==> config.mk <==
export PLATFORM = sky130hd
export DESIGN_NAME = positional_array_engine_unit
export DESIGN_NICKNAME = d
export VERILOG_FILES = /design/src/design/pae_pkg.sv /design/src/design/positional_array_engine_unit.sv /design/src/design/pae_ram.sv
export VERILOG_INCLUDE_DIRS = /design/src /design/src/design
export SDC_FILE = /design/constraint.sdc
export NUM_CORES = 2
export LEC_CHECK = 0
export ABC_CLOCK_PERIOD_IN_PS = 8050
export BUFFER_PORTS_ARGS = -buffer_cell sky130_fd_sc_hd__buf_4
export CAP_MARGIN = 0
export CORE_ASPECT_RATIO = 0.75
export CORE_MARGIN = 1.5
export CORE_UTILIZATION = 35
export DETAILED_ROUTE_END_ITERATION = 12
export GPL_TIMING_DRIVEN = 1
export PLACE_DENSITY_LB_ADDON = 0.3
export SYNTH_ARGS = -nofsm -noshare
export SYNTH_HDL_FRONTEND = slang
export SYNTH_HIERARCHICAL = 1
export SYNTH_SLANG_ARGS = --single-unit
==> constraint.sdc <==
create_clock -name clk -period 8.05 [get_ports clk]
set_input_delay 0.805 -clock clk [delete_from_list [all_inputs] [get_ports clk]]
set_output_delay 0.805 -clock clk [all_outputs]
set_load 0.01 [all_outputs]
==> src/design/assert_macros.svh <==
// Assertion macros shared by the design files.
// Depends on: a clock named clk and a reset named rst in the including scope.
`ifndef ASSERT_MACROS_SVH
`define ASSERT_MACROS_SVH

// Property checked on every clock edge outside reset.
`define ASSERT_CLK(label, prop, msg) \
  label: assert property (@(posedge clk) disable iff (rst) prop) else $error(msg);

// Condition that must never be true outside reset.
`define ASSERT_NEVER(label, expr, msg) \
  label: assert property (@(posedge clk) disable iff (rst) !(expr)) else $error(msg);

`endif

==> src/design/pae_pkg.sv <==
// Shared constants for the positional array engine.
// Depends on: nothing.
package pae_pkg;

  localparam int CAPACITY_DEF = 64;
  localparam int WORD_W       = 32;
  localparam int CMD_W        = 3;
  localparam int POS_W        = 7;
  localparam int STAT_W       = 2;
  localparam int ECNT_W       = 7;

  localparam logic [CMD_W-1:0] CMD_APPEND = 3'd0;
  localparam logic [CMD_W-1:0] CMD_INSERT = 3'd1;
  localparam logic [CMD_W-1:0] CMD_DELETE = 3'd2;
  localparam logic [CMD_W-1:0] CMD_WRITE  = 3'd3;
  localparam logic [CMD_W-1:0] CMD_SORT   = 3'd4;
  localparam logic [CMD_W-1:0] CMD_SEARCH = 3'd5;
  localparam logic [CMD_W-1:0] CMD_DUMP   = 3'd6;

  localparam logic [STAT_W-1:0] ST_OK   = 2'd0;
  localparam logic [STAT_W-1:0] ST_FULL = 2'd1;
  localparam logic [STAT_W-1:0] ST_POS  = 2'd2;

endpackage

==> src/design/positional_array_engine_unit.sv <==
// Top level of the positional array engine: control sequencer over one entry RAM.
// Depends on: pae_pkg, pae_ram, assert_macros.svh.
//
// Append, overwrite, rejected commands and commands with nothing to move give
// their result in the cycle after start. Insert and delete that move entries
// walk them through the RAM one per cycle. Sort runs bubble passes through the
// single read port until a pass makes no swap. Search is a sort plus a scan of
// the entries. Dump gives one result per cycle. Results are shown for one cycle
// under strobe and cannot be held off; busy stays high until the final result
// (last high) is out, and start is taken again in that cycle.
`include "assert_macros.svh"

module positional_array_engine_unit import pae_pkg::*; #(
  parameter int CAPACITY = CAPACITY_DEF
) (
  input  logic                     clk,
  input  logic                     rst,
  input  logic                     start,
  output logic                     busy,
  input  logic [CMD_W-1:0]         command,
  input  logic [POS_W-1:0]         position,
  input  logic signed [WORD_W-1:0] value,
  output logic                     strobe,
  output logic [STAT_W-1:0]        status,
  output logic                     found,
  output logic signed [WORD_W-1:0] entry_value,
  output logic [ECNT_W-1:0]        entry_count,
  output logic                     last
);

  localparam int AW = $clog2(CAPACITY);
  localparam int CW = $clog2(CAPACITY + 1);
  localparam int XW = ((CW > POS_W) ? CW : POS_W) + 1;

  localparam logic [2:0] S_IDLE  = 3'd0;
  localparam logic [2:0] S_UP    = 3'd1;
  localparam logic [2:0] S_DN    = 3'd2;
  localparam logic [2:0] S_SORT  = 3'd3;
  localparam logic [2:0] S_SCAN  = 3'd4;
  localparam logic [2:0] S_DUMP  = 3'd5;

  logic [2:0]        state, state_next;
  logic [CW-1:0]     count, count_next;
  logic [AW-1:0]     ridx, ridx_next;
  logic [AW-1:0]     stop, stop_next;
  logic              rd_more, rd_more_next;
  logic              pend, pend_next;
  logic [AW-1:0]     pend_idx, pend_idx_next;
  logic [WORD_W-1:0] val, val_next;
  logic [WORD_W-1:0] carry, carry_next;
  logic              swapped, swapped_next;
  logic              is_search, is_search_next;
  logic              hit, hit_next;

  logic              strobe_next, found_next, last_next;
  logic [STAT_W-1:0] status_next;
  logic [WORD_W-1:0] ev_next;

  logic              we;
  logic [AW-1:0]     waddr;
  logic [WORD_W-1:0] wdata;
  logic [WORD_W-1:0] rdata;

  logic [XW-1:0]     px, cx;
  logic              full, done;

  pae_ram #(.WIDTH(WORD_W), .DEPTH(CAPACITY)) u_ram (
    .clk   (clk),
    .we    (we),
    .waddr (waddr),
    .wdata (wdata),
    .raddr (ridx),
    .rdata (rdata)
  );

  assign px   = XW'(position);
  assign cx   = XW'(count);
  assign full = (count == CW'(CAPACITY));
  assign done = !rd_more && !pend;
  assign busy = (state != S_IDLE);

  always_comb begin
    state_next     = state;
    count_next     = count;
    ridx_next      = ridx;
    stop_next      = stop;
    rd_more_next   = rd_more;
    pend_next      = 1'b0;
    pend_idx_next  = pend_idx;
    val_next       = val;
    carry_next     = carry;
    swapped_next   = swapped;
    is_search_next = is_search;
    hit_next       = hit;
    strobe_next    = 1'b0;
    status_next    = ST_OK;
    found_next     = 1'b0;
    ev_next        = '0;
    last_next      = 1'b1;
    we             = 1'b0;
    waddr          = '0;
    wdata          = '0;

    if (state != S_IDLE && rd_more) begin
      pend_next     = 1'b1;
      pend_idx_next = ridx;
      if (ridx == stop) begin
        rd_more_next = 1'b0;
      end else if (state == S_UP) begin
        ridx_next = ridx - AW'(1);
      end else begin
        ridx_next = ridx + AW'(1);
      end
    end

    unique case (state)
      S_IDLE: begin
        if (start) begin
          case (command) inside
            CMD_APPEND: begin
              strobe_next = 1'b1;
              if (full) begin
                status_next = ST_FULL;
              end else begin
                we         = 1'b1;
                waddr      = AW'(count);
                wdata      = value;
                count_next = count + CW'(1);
              end
            end
            CMD_INSERT: begin
              if (px == '0 || px > cx + XW'(1)) begin
                strobe_next = 1'b1;
                status_next = ST_POS;
              end else if (full) begin
                strobe_next = 1'b1;
                status_next = ST_FULL;
              end else if (px == cx + XW'(1)) begin
                strobe_next = 1'b1;
                we          = 1'b1;
                waddr       = AW'(count);
                wdata       = value;
                count_next  = count + CW'(1);
              end else begin
                state_next   = S_UP;
                ridx_next    = AW'(count - CW'(1));
                stop_next    = AW'(px - XW'(1));
                rd_more_next = 1'b1;
                val_next     = value;
              end
            end
            CMD_DELETE: begin
              if (px == '0 || px > cx) begin
                strobe_next = 1'b1;
                status_next = ST_POS;
              end else if (px == cx) begin
                strobe_next = 1'b1;
                count_next  = count - CW'(1);
              end else begin
                state_next   = S_DN;
                ridx_next    = AW'(px);
                stop_next    = AW'(count - CW'(1));
                rd_more_next = 1'b1;
              end
            end
            CMD_WRITE: begin
              strobe_next = 1'b1;
              if (px == '0 || px > cx) begin
                status_next = ST_POS;
              end else begin
                we    = 1'b1;
                waddr = AW'(px - XW'(1));
                wdata = value;
              end
            end
            CMD_SORT, CMD_SEARCH: begin
              val_next       = value;
              is_search_next = (command == CMD_SEARCH);
              hit_next       = 1'b0;
              ridx_next      = '0;
              stop_next      = AW'(count - CW'(1));
              if (count > CW'(1)) begin
                state_next   = S_SORT;
                rd_more_next = 1'b1;
                swapped_next = 1'b0;
              end else if (command == CMD_SEARCH && count == CW'(1)) begin
                state_next   = S_SCAN;
                rd_more_next = 1'b1;
              end else begin
                strobe_next = 1'b1;
              end
            end
            CMD_DUMP: begin
              if (count == '0) begin
                strobe_next = 1'b1;
              end else begin
                state_next   = S_DUMP;
                ridx_next    = '0;
                stop_next    = AW'(count - CW'(1));
                rd_more_next = 1'b1;
              end
            end
            default: begin
              strobe_next = 1'b1;
            end
          endcase
        end
      end
      S_UP: begin
        if (pend) begin
          we    = 1'b1;
          waddr = pend_idx + AW'(1);
          wdata = rdata;
        end else if (done) begin
          we          = 1'b1;
          waddr       = stop;
          wdata       = val;
          count_next  = count + CW'(1);
          strobe_next = 1'b1;
          state_next  = S_IDLE;
        end
      end
      S_DN: begin
        if (pend) begin
          we    = 1'b1;
          waddr = pend_idx - AW'(1);
          wdata = rdata;
        end else if (done) begin
          count_next  = count - CW'(1);
          strobe_next = 1'b1;
          state_next  = S_IDLE;
        end
      end
      S_SORT: begin
        if (pend) begin
          if (pend_idx == '0) begin
            carry_next = rdata;
          end else if ($signed(rdata) < $signed(carry)) begin
            we           = 1'b1;
            waddr        = pend_idx - AW'(1);
            wdata        = rdata;
            swapped_next = 1'b1;
          end else begin
            we         = 1'b1;
            waddr      = pend_idx - AW'(1);
            wdata      = carry;
            carry_next = rdata;
          end
        end else if (done) begin
          we        = 1'b1;
          waddr     = stop;
          wdata     = carry;
          ridx_next = '0;
          if (swapped) begin
            rd_more_next = 1'b1;
            swapped_next = 1'b0;
          end else if (is_search) begin
            state_next   = S_SCAN;
            rd_more_next = 1'b1;
          end else begin
            strobe_next = 1'b1;
            state_next  = S_IDLE;
          end
        end
      end
      S_SCAN: begin
        if (pend) begin
          if (rdata == val) begin
            hit_next = 1'b1;
          end
        end else if (done) begin
          strobe_next = 1'b1;
          found_next  = hit;
          state_next  = S_IDLE;
        end
      end
      S_DUMP: begin
        if (pend) begin
          strobe_next = 1'b1;
          ev_next     = rdata;
          last_next   = (pend_idx == stop);
          if (pend_idx == stop) begin
            state_next = S_IDLE;
          end
        end
      end
      default: begin
        state_next = S_IDLE;
      end
    endcase
  end

  always_ff @(posedge clk) begin
    if (rst) begin
      state   <= S_IDLE;
      count   <= '0;
      rd_more <= 1'b0;
      pend    <= 1'b0;
      strobe  <= 1'b0;
    end else begin
      state   <= state_next;
      count   <= count_next;
      rd_more <= rd_more_next;
      pend    <= pend_next;
      strobe  <= strobe_next;
    end
    ridx        <= ridx_next;
    stop        <= stop_next;
    pend_idx    <= pend_idx_next;
    val         <= val_next;
    carry       <= carry_next;
    swapped     <= swapped_next;
    is_search   <= is_search_next;
    hit         <= hit_next;
    status      <= status_next;
    found       <= found_next;
    entry_value <= ev_next;
    entry_count <= ECNT_W'(count_next);
    last        <= last_next;
  end

  `ASSERT_NEVER(a_count_cap, count > CW'(CAPACITY), "live count above capacity")
  `ASSERT_CLK(a_mid_dump, strobe && !last |-> state == S_DUMP, "non-final item outside dump")
  `ASSERT_CLK(a_last_free, strobe && last |-> !busy, "busy after final item")

endmodule

==> src/design/pae_ram.sv <==
// Generic simple dual-port RAM: one write port, one registered read port.
// Depends on: nothing.
module pae_ram #(
  parameter int WIDTH = 32,
  parameter int DEPTH = 64
) (
  input  logic                     clk,
  input  logic                     we,
  input  logic [$clog2(DEPTH)-1:0] waddr,
  input  logic [WIDTH-1:0]         wdata,
  input  logic [$clog2(DEPTH)-1:0] raddr,
  output logic [WIDTH-1:0]         rdata
);

  logic [WIDTH-1:0] mem [DEPTH];

  always_ff @(posedge clk) begin
    if (we) begin
      mem[waddr] <= wdata;
    end
    rdata <= mem[raddr];
  end

endmodule
### Yosys cells after proc, flatten, opt, wreduce, memory -nomap -nowiden

Memories as Yosys holds them, arrays and structs flattened. A register that Yosys moved wholly into a read port is not among the register bits.
Cells that the tools add are included.

| word-level totals | value |
|---|---|
| flip-flop bits (word level) | 141 |
| memory bits (writable) | 2048 |
| bits of input ports | 45 |
| output and inout bits | 45 |
| logic and storage cells | 323 |
| memories | 1 |

Memories:

| memory | words | bits a word | rd ports | clocked after memory_dff | wr ports | line | RTL |
|---|---|---|---|---|---|---|---|
| u_ram.mem | 64 | 32 | 1 | 1 | 1 | pae_ram.sv:15 | `logic [WIDTH-1:0] mem [DEPTH];` |

| cells by class | value |
|---|---|
| add/subtract/negate cells | 8 |
| order comparisons | 4 |
| equal/unequal tests | 56 |
| muxes and demuxes | 201 |
| bitwise gates (word level) | 6 |
| reduce and logical (&&, ||, !) cells | 29 |

Operator list:

| kind | number |
|---|---|
| 32-bit two-way mux | 26 |
| 6-bit two-way mux | 44 |
| 32-bit case mux with 4 select lines | 1 |
| 7-bit two-way mux | 14 |
| 1-bit two-way mux | 78 |
| 3-bit two-way mux | 23 |
| 2-bit != test, second input constant | 20 |
| 32-bit equality test | 1 |
| 32-bit less-than comparator | 1 |
| 3-bit != test, second input constant | 9 |
| 6-bit case mux with 4 select lines | 1 |
| 11-bit AND reduction | 2 |
| 7-bit case mux with 3 select lines | 1 |
| 18-bit AND reduction | 1 |
| 9-bit AND reduction | 2 |
| 6-bit by 1-bit subtractor with 6-bit output, second input constant | 3 |
| 3-bit equality test, second input constant | 5 |
| 6-bit by 1-bit adder with 6-bit output, second input constant | 2 |
| 3-bit by 2-bit equality test with 1-bit output, second input constant | 4 |
| 6-bit equality test | 2 |
| 2-bit two-way mux | 6 |
| 4-bit != test, second input constant | 3 |
| 3-bit case mux with 4 select lines | 1 |
| 6-bit case mux with 2 select lines | 1 |
| 33 further kinds | 53 |

### Longest topological paths before layout

| depth | value |
|---|---|
| depth in word-level cells | 13 |
| gate-level depth with buffers | 18 |
| mapped depth without buffers | 15 |

### Modules after synthesis

The synthesis kept the hierarchy.

Modules (own cells, without submodules):

| module | times used | cells an instance | area each (µm²) | seq. area each (µm²) |
|---|---|---|---|---|
| pae_ram | 1 | 3511 | 79039.6 | 62139.6 |
| positional_array_engine_unit | 1 | 982 | 9251.4 | 3613.5 |

### Least setup slack after synthesis

OpenSTA, ideal clock, no wires.

| path | value |
|---|---|
| kind | register to register |
| start | register count[0] |
| end | memory u_ram.mem[28][0] (enable) |
| library setup time | 0.421 ns |
| data arrival time | 5.177 ns |
| required time | 7.629 ns |
| setup slack | 2.451 ns |
| stages on the path, launching flop included | 19 |
| buffers on the path | 3 |
| clock period less this slack | 5.599 ns |
| path through | dfxtp_1 -> clkbuf_1 -> nand2_1 -> nor2_1 -> xnor2_1 -> ha_1 -> and4_1 -> and4_1 -> nand2_1 -> inv_1 -> a21oi_2 -> o22ai_1 -> a222oi_1 -> inv_1 -> clkbuf_1 -> or3b_2 -> or2_2 -> clkbuf_1 -> nor2_1 |

| between the ends | value |
|---|---|
| elaborated cells on any way between the ends | 31 |
| classes of those cells | add/sub (1); order compare (2); eq/ne (2); mux (24); reduce/logical (2) |

RTL lines:

| element | line | RTL |
|---|---|---|
| start: declaration | positional_array_engine_unit.sv:43 | `logic [CW-1:0] count, count_next;` |
| start signal: assignment | positional_array_engine_unit.sv:302 | `count <= count_next;` |
| branches (longest 6 deep; another with 7-bit by 1-bit adder with 8-bit output) | n/a |  |
| 6-bit two-way mux (*) | positional_array_engine_unit.sv:119 | `case (command) inside` |
| 6-bit two-way mux (*) | positional_array_engine_unit.sv:118 | `if (start) begin` |
| 6-bit case mux with 4 select lines (*) | positional_array_engine_unit.sv:116 | `unique case (state)` |
| net waddr[1] | positional_array_engine_unit.sv:60 | `logic [AW-1:0] waddr;` |
| end: declaration | pae_ram.sv:15 |  |

Mark *: on every way through the listed nets, which the timed path passes.

### Worst setup path after layout

| path | value |
|---|---|
| start | register count[2] |
| end | memory u_ram.mem[6][30] (enable) |

Same word-level chain as after synthesis.

==> flow_summary_export.csv <==
group,metric,value,unit
placed_design,dp_hpwl,160000,um
placed_design,place_ws,1.67,ns
clocking,cts_buffers,208,
timing,period_share,0.807,
critical_path,cp_common_cell,"and4_1",
timing,finalClockSkew,0.0359,ns
critical_path,required,8.50,ns
timing,worst_slack,1.56,ns
critical_path,endpoint,"u_ram/mem[6][30]",
critical_path,path_class,"register to register",
critical_path,setup.worst_path.start,"count[2]",
logic_synthesis,yosysSeqAreaShare,0.745,
logic_synthesis,synth_top_flop_cell,"edfxtp_1",
placed_design,routabilityCongestion,0.881,
timing,rsz0062_at_grt,"no",
logic_synthesis,ys_warn_count,6,
pwr,power_density,316,mW/mm^2
timing,finalHoldViolCount,0,
global_route,grt_pass1_vias,44400,
timing,setup_viol,0,
critical_path,worst_setup_path_end_kind,"register",
cells_and_area,syn_to_final_growth,13.6,%
clocking,clock_tree.root_cell,"clkbuf_16",
critical_path,worstRegToRegCells,13,
timing,worst-slew-pin-transition,1.33,ns
placed_design,placed_area,0.0935,sq mm
floorplanning,die_w,583,um
clocking,cts_num_sinks,2221,
clocking,clk_pin_slew,0.07,ns
pwr,vdd_drop_max,179,uV
timing,timing.hold.ws,0.155,ns
drt,dr_wl_met3,29700,um
drt,wl_per_cell,31.5,um
critical_path,rrSetupSlack,1.56,ns
critical_path,crit_arrival,6.94,ns
logic_synthesis,syn_nets,4598,
critical_path,regToRegStartpoint,"count[2]",
floorplanning,coreArea,0.251,sq mm
drt,met1_length,115000,um
clocking,clockBufferDepth,4,
timing,relSlewSlack,0.105,
global_route,grt_pass1_wl,358000,um
logic_synthesis,netlist_area,0.0883,sq mm
global_route,overflow,0,
min_path,hp-class,"input pin to register",
drt,ant_nets,0,
timing,fmax,154,MHz
drt,highest_layer,"met4",
logic_synthesis,async_flop_share,0,
clocking,clk_latency,0.87,ns
logic_synthesis,synth_edf_count,2127,
critical_path,worstSetupPathDepth,13,
global_route,antenna_found_initial,26,
critical_path,crit_family,"simple AND/OR/NAND/NOR gates",
cells_and_area,multi_input_area,0.0215,sq mm
critical_path,crit_path_top_delay_cell,"nor2_4",
logic_synthesis,ys_ff_latch,2221,
placed_design,numPortBuffers,89,
critical_path,r2r-end,"u_ram/mem[6][30]",
clocking,holdBufCountCts,0,
drt,wl,256000,um
drt,via_per_inst,5.76,
floorplanning,dieArea,0.255,sq mm
drt,wl_met2,106000,um
timing,tns,0,ns
status,outcome,"finished, final reports clean",
drt,dr_total_vias,46900,
run,maxCapViolCount,0,
cells_and_area,fillers,22300,
logic_synthesis,avgSynthCellArea,19.7,sq um
clocking,cts_tree,"yes",
critical_path,crit_path_cell_trace,"and4_1, nand2_1, xnor2_1, ha_1, and4_1, and4_1, nand3_1, a21oi_1, a21oi_1, o22ai_1, nand3b_1, or2_2, nor2_4",
cells_and_area,layout-drive-gt1-share,0.232,
cells_and_area,final_cell_area,0.100,sq mm
drt,dr.pass1.iters,6,
drt,drcViolationCount,0,
floorplanning,boundaryPins,90,
floorplanning,die_h,438,um
cells_and_area,nets,4775,
cells_and_area,post-route-util,0.400,
clocking,cts_max_level,4,
cells_and_area,final_common_cell,"edfxtp_1",
critical_path,startpoint_type,"register",
logic_synthesis,synth_cells,4493,
critical_path,cp_slowest_stage_delay,0.98,ns
global_route,grt_max_degree,94,
critical_path,crit_fanout,32,
timing,drv_slew,0,
global_route,track_usage,0.197,
critical_path,crit_buf_inv,0,
cells_and_area,final-seq-area,0.0658,sq mm
clocking,cts_post_setup_buffers_inserted,0,
pwr,p_leak,0.0313,uW
timing,finalCriticalPeriod,6.49,ns
drt,drt_iter0_drc,7626,
cells_and_area,final_cell_mix,"edfxtp_1, mux4_2, buf_4",
floorplanning,rows,159,
clocking,cts_resized,0,
logic_synthesis,ys_types,90,
floorplanning,start_util,0.352,
==> cell type report <==
class                      count  area share
multi-input combinational   1952       0.215
sequential                  2221       0.656
antenna                        4   0.0000998
clock inverter               126      0.0130
inverter                      62     0.00234
timing repair buffer         225      0.0178
clock buffer                 252      0.0551
tap                         3300      0.0412
==> worst reg2reg max path, stage by stage, from the launching register on <==
cell and delay [ns]:
dfxtp_1 0.71, and4_1 0.32, nand2_1 0.08, xnor2_1 0.35, ha_1 0.23, and4_1 0.23
and4_1 0.27, nand3_1 0.09, a21oi_1 0.46, a21oi_1 0.23, o22ai_1 0.93, nand3b_1 0.51
or2_2 0.68, nor2_4 0.98
==> flip-flops by register name, indices dropped and copies added, names as in the netlist <==
| name | count |
|---|---|
| pend | 1 |
| count | 7 |
| entry_value | 32 |
| rd_more | 1 |
| state | 3 |
| hit | 1 |
| val | 32 |
| is_search | 1 |
| found | 1 |
| swapped | 1 |
| ridx | 6 |
| u_ram/mem | 2048 |
| strobe | 1 |
| last | 1 |
| pend_idx | 6 |
| status | 2 |
| u_ram/rdata | 32 |
| stop | 6 |
| entry_count | 7 |
| carry | 32 |
==> how the worst min path moves through the flow <==
stage | from | endpoint | slack [ns] | depth (start not counted)
after floorplan | hit | found | 0.44 | 1
after global placement | hit | found | 0.47 | 1
after detailed placement | hit | found | 0.47 | 1
after CTS | value[11] | val[11] | 0.1 | 1
after global routing | value[11] | val[11] | 0.11 | 1
final | value[11] | val[11] | 0.15 | 1
==> logic make-up (layout without fill, tap and decap cells) <==
| kind of cell | count (synthesis) | in the layout | synth area share |
|---|---|---|---|
| buffers and inverters | 320 | 665 | 0.0200 |
| multiplexers | 644 | 644 | 0.136 |
| AND/OR/NAND/NOR | 517 | 517 | 0.0290 |
| adder cells (fa/ha/maj) | 60 | 60 | 0.00859 |
| AO/OA/AOI/OAI | 660 | 660 | 0.0544 |
| other | 0 | 4 | 0 |
| XOR/XNOR | 71 | 71 | 0.00704 |
| flip-flops | 2221 | 2221 | 0.745 |
==> per-layer routing <==
layer,up-vias,track usage
met2,2548,0.271
met3,293,0.0472
met5,-,0
li1,19100,-
met1,25000,0.314
met4,0,0.0422
==> synth_stat cells, types with 46 or more instances <==
library cell | n | area share
nand3_1 | 73 | 0.0041
nor2_1 | 160 | 0.0068
edfxtp_1 | 2127 | 0.72
o21ai_0 | 61 | 0.0035
xor2_1 | 46 | 0.0046
ha_1 | 59 | 0.0084
o22ai_1 | 55 | 0.0039
a22oi_1 | 164 | 0.014
mux2i_1 | 194 | 0.022
nand2_1 | 94 | 0.0040
clkbuf_1 | 108 | 0.0046
dfxtp_1 | 94 | 0.021
inv_1 | 60 | 0.0026
buf_2 | 66 | 0.0037
a21oi_1 | 89 | 0.0050
mux4_2 | 446 | 0.11
==> through the flow <==
step | power [uW] | instances
floorplan | 18300 | 4493
global placement | 21800 | 7760
detailed placement | 21800 | 7760
CTS | 31800 | 8138
global route | 32600 | 8138
finish | 31700 | 8142
==> power breakdown <==
group | internal, uW | switching, uW | total [uW]
clock | 5690 | 4350 | 10000
combinational | 2670 | 5380 | 8060
sequential | 13200 | 460 | 13600
(Power assumes the default switching activity.)
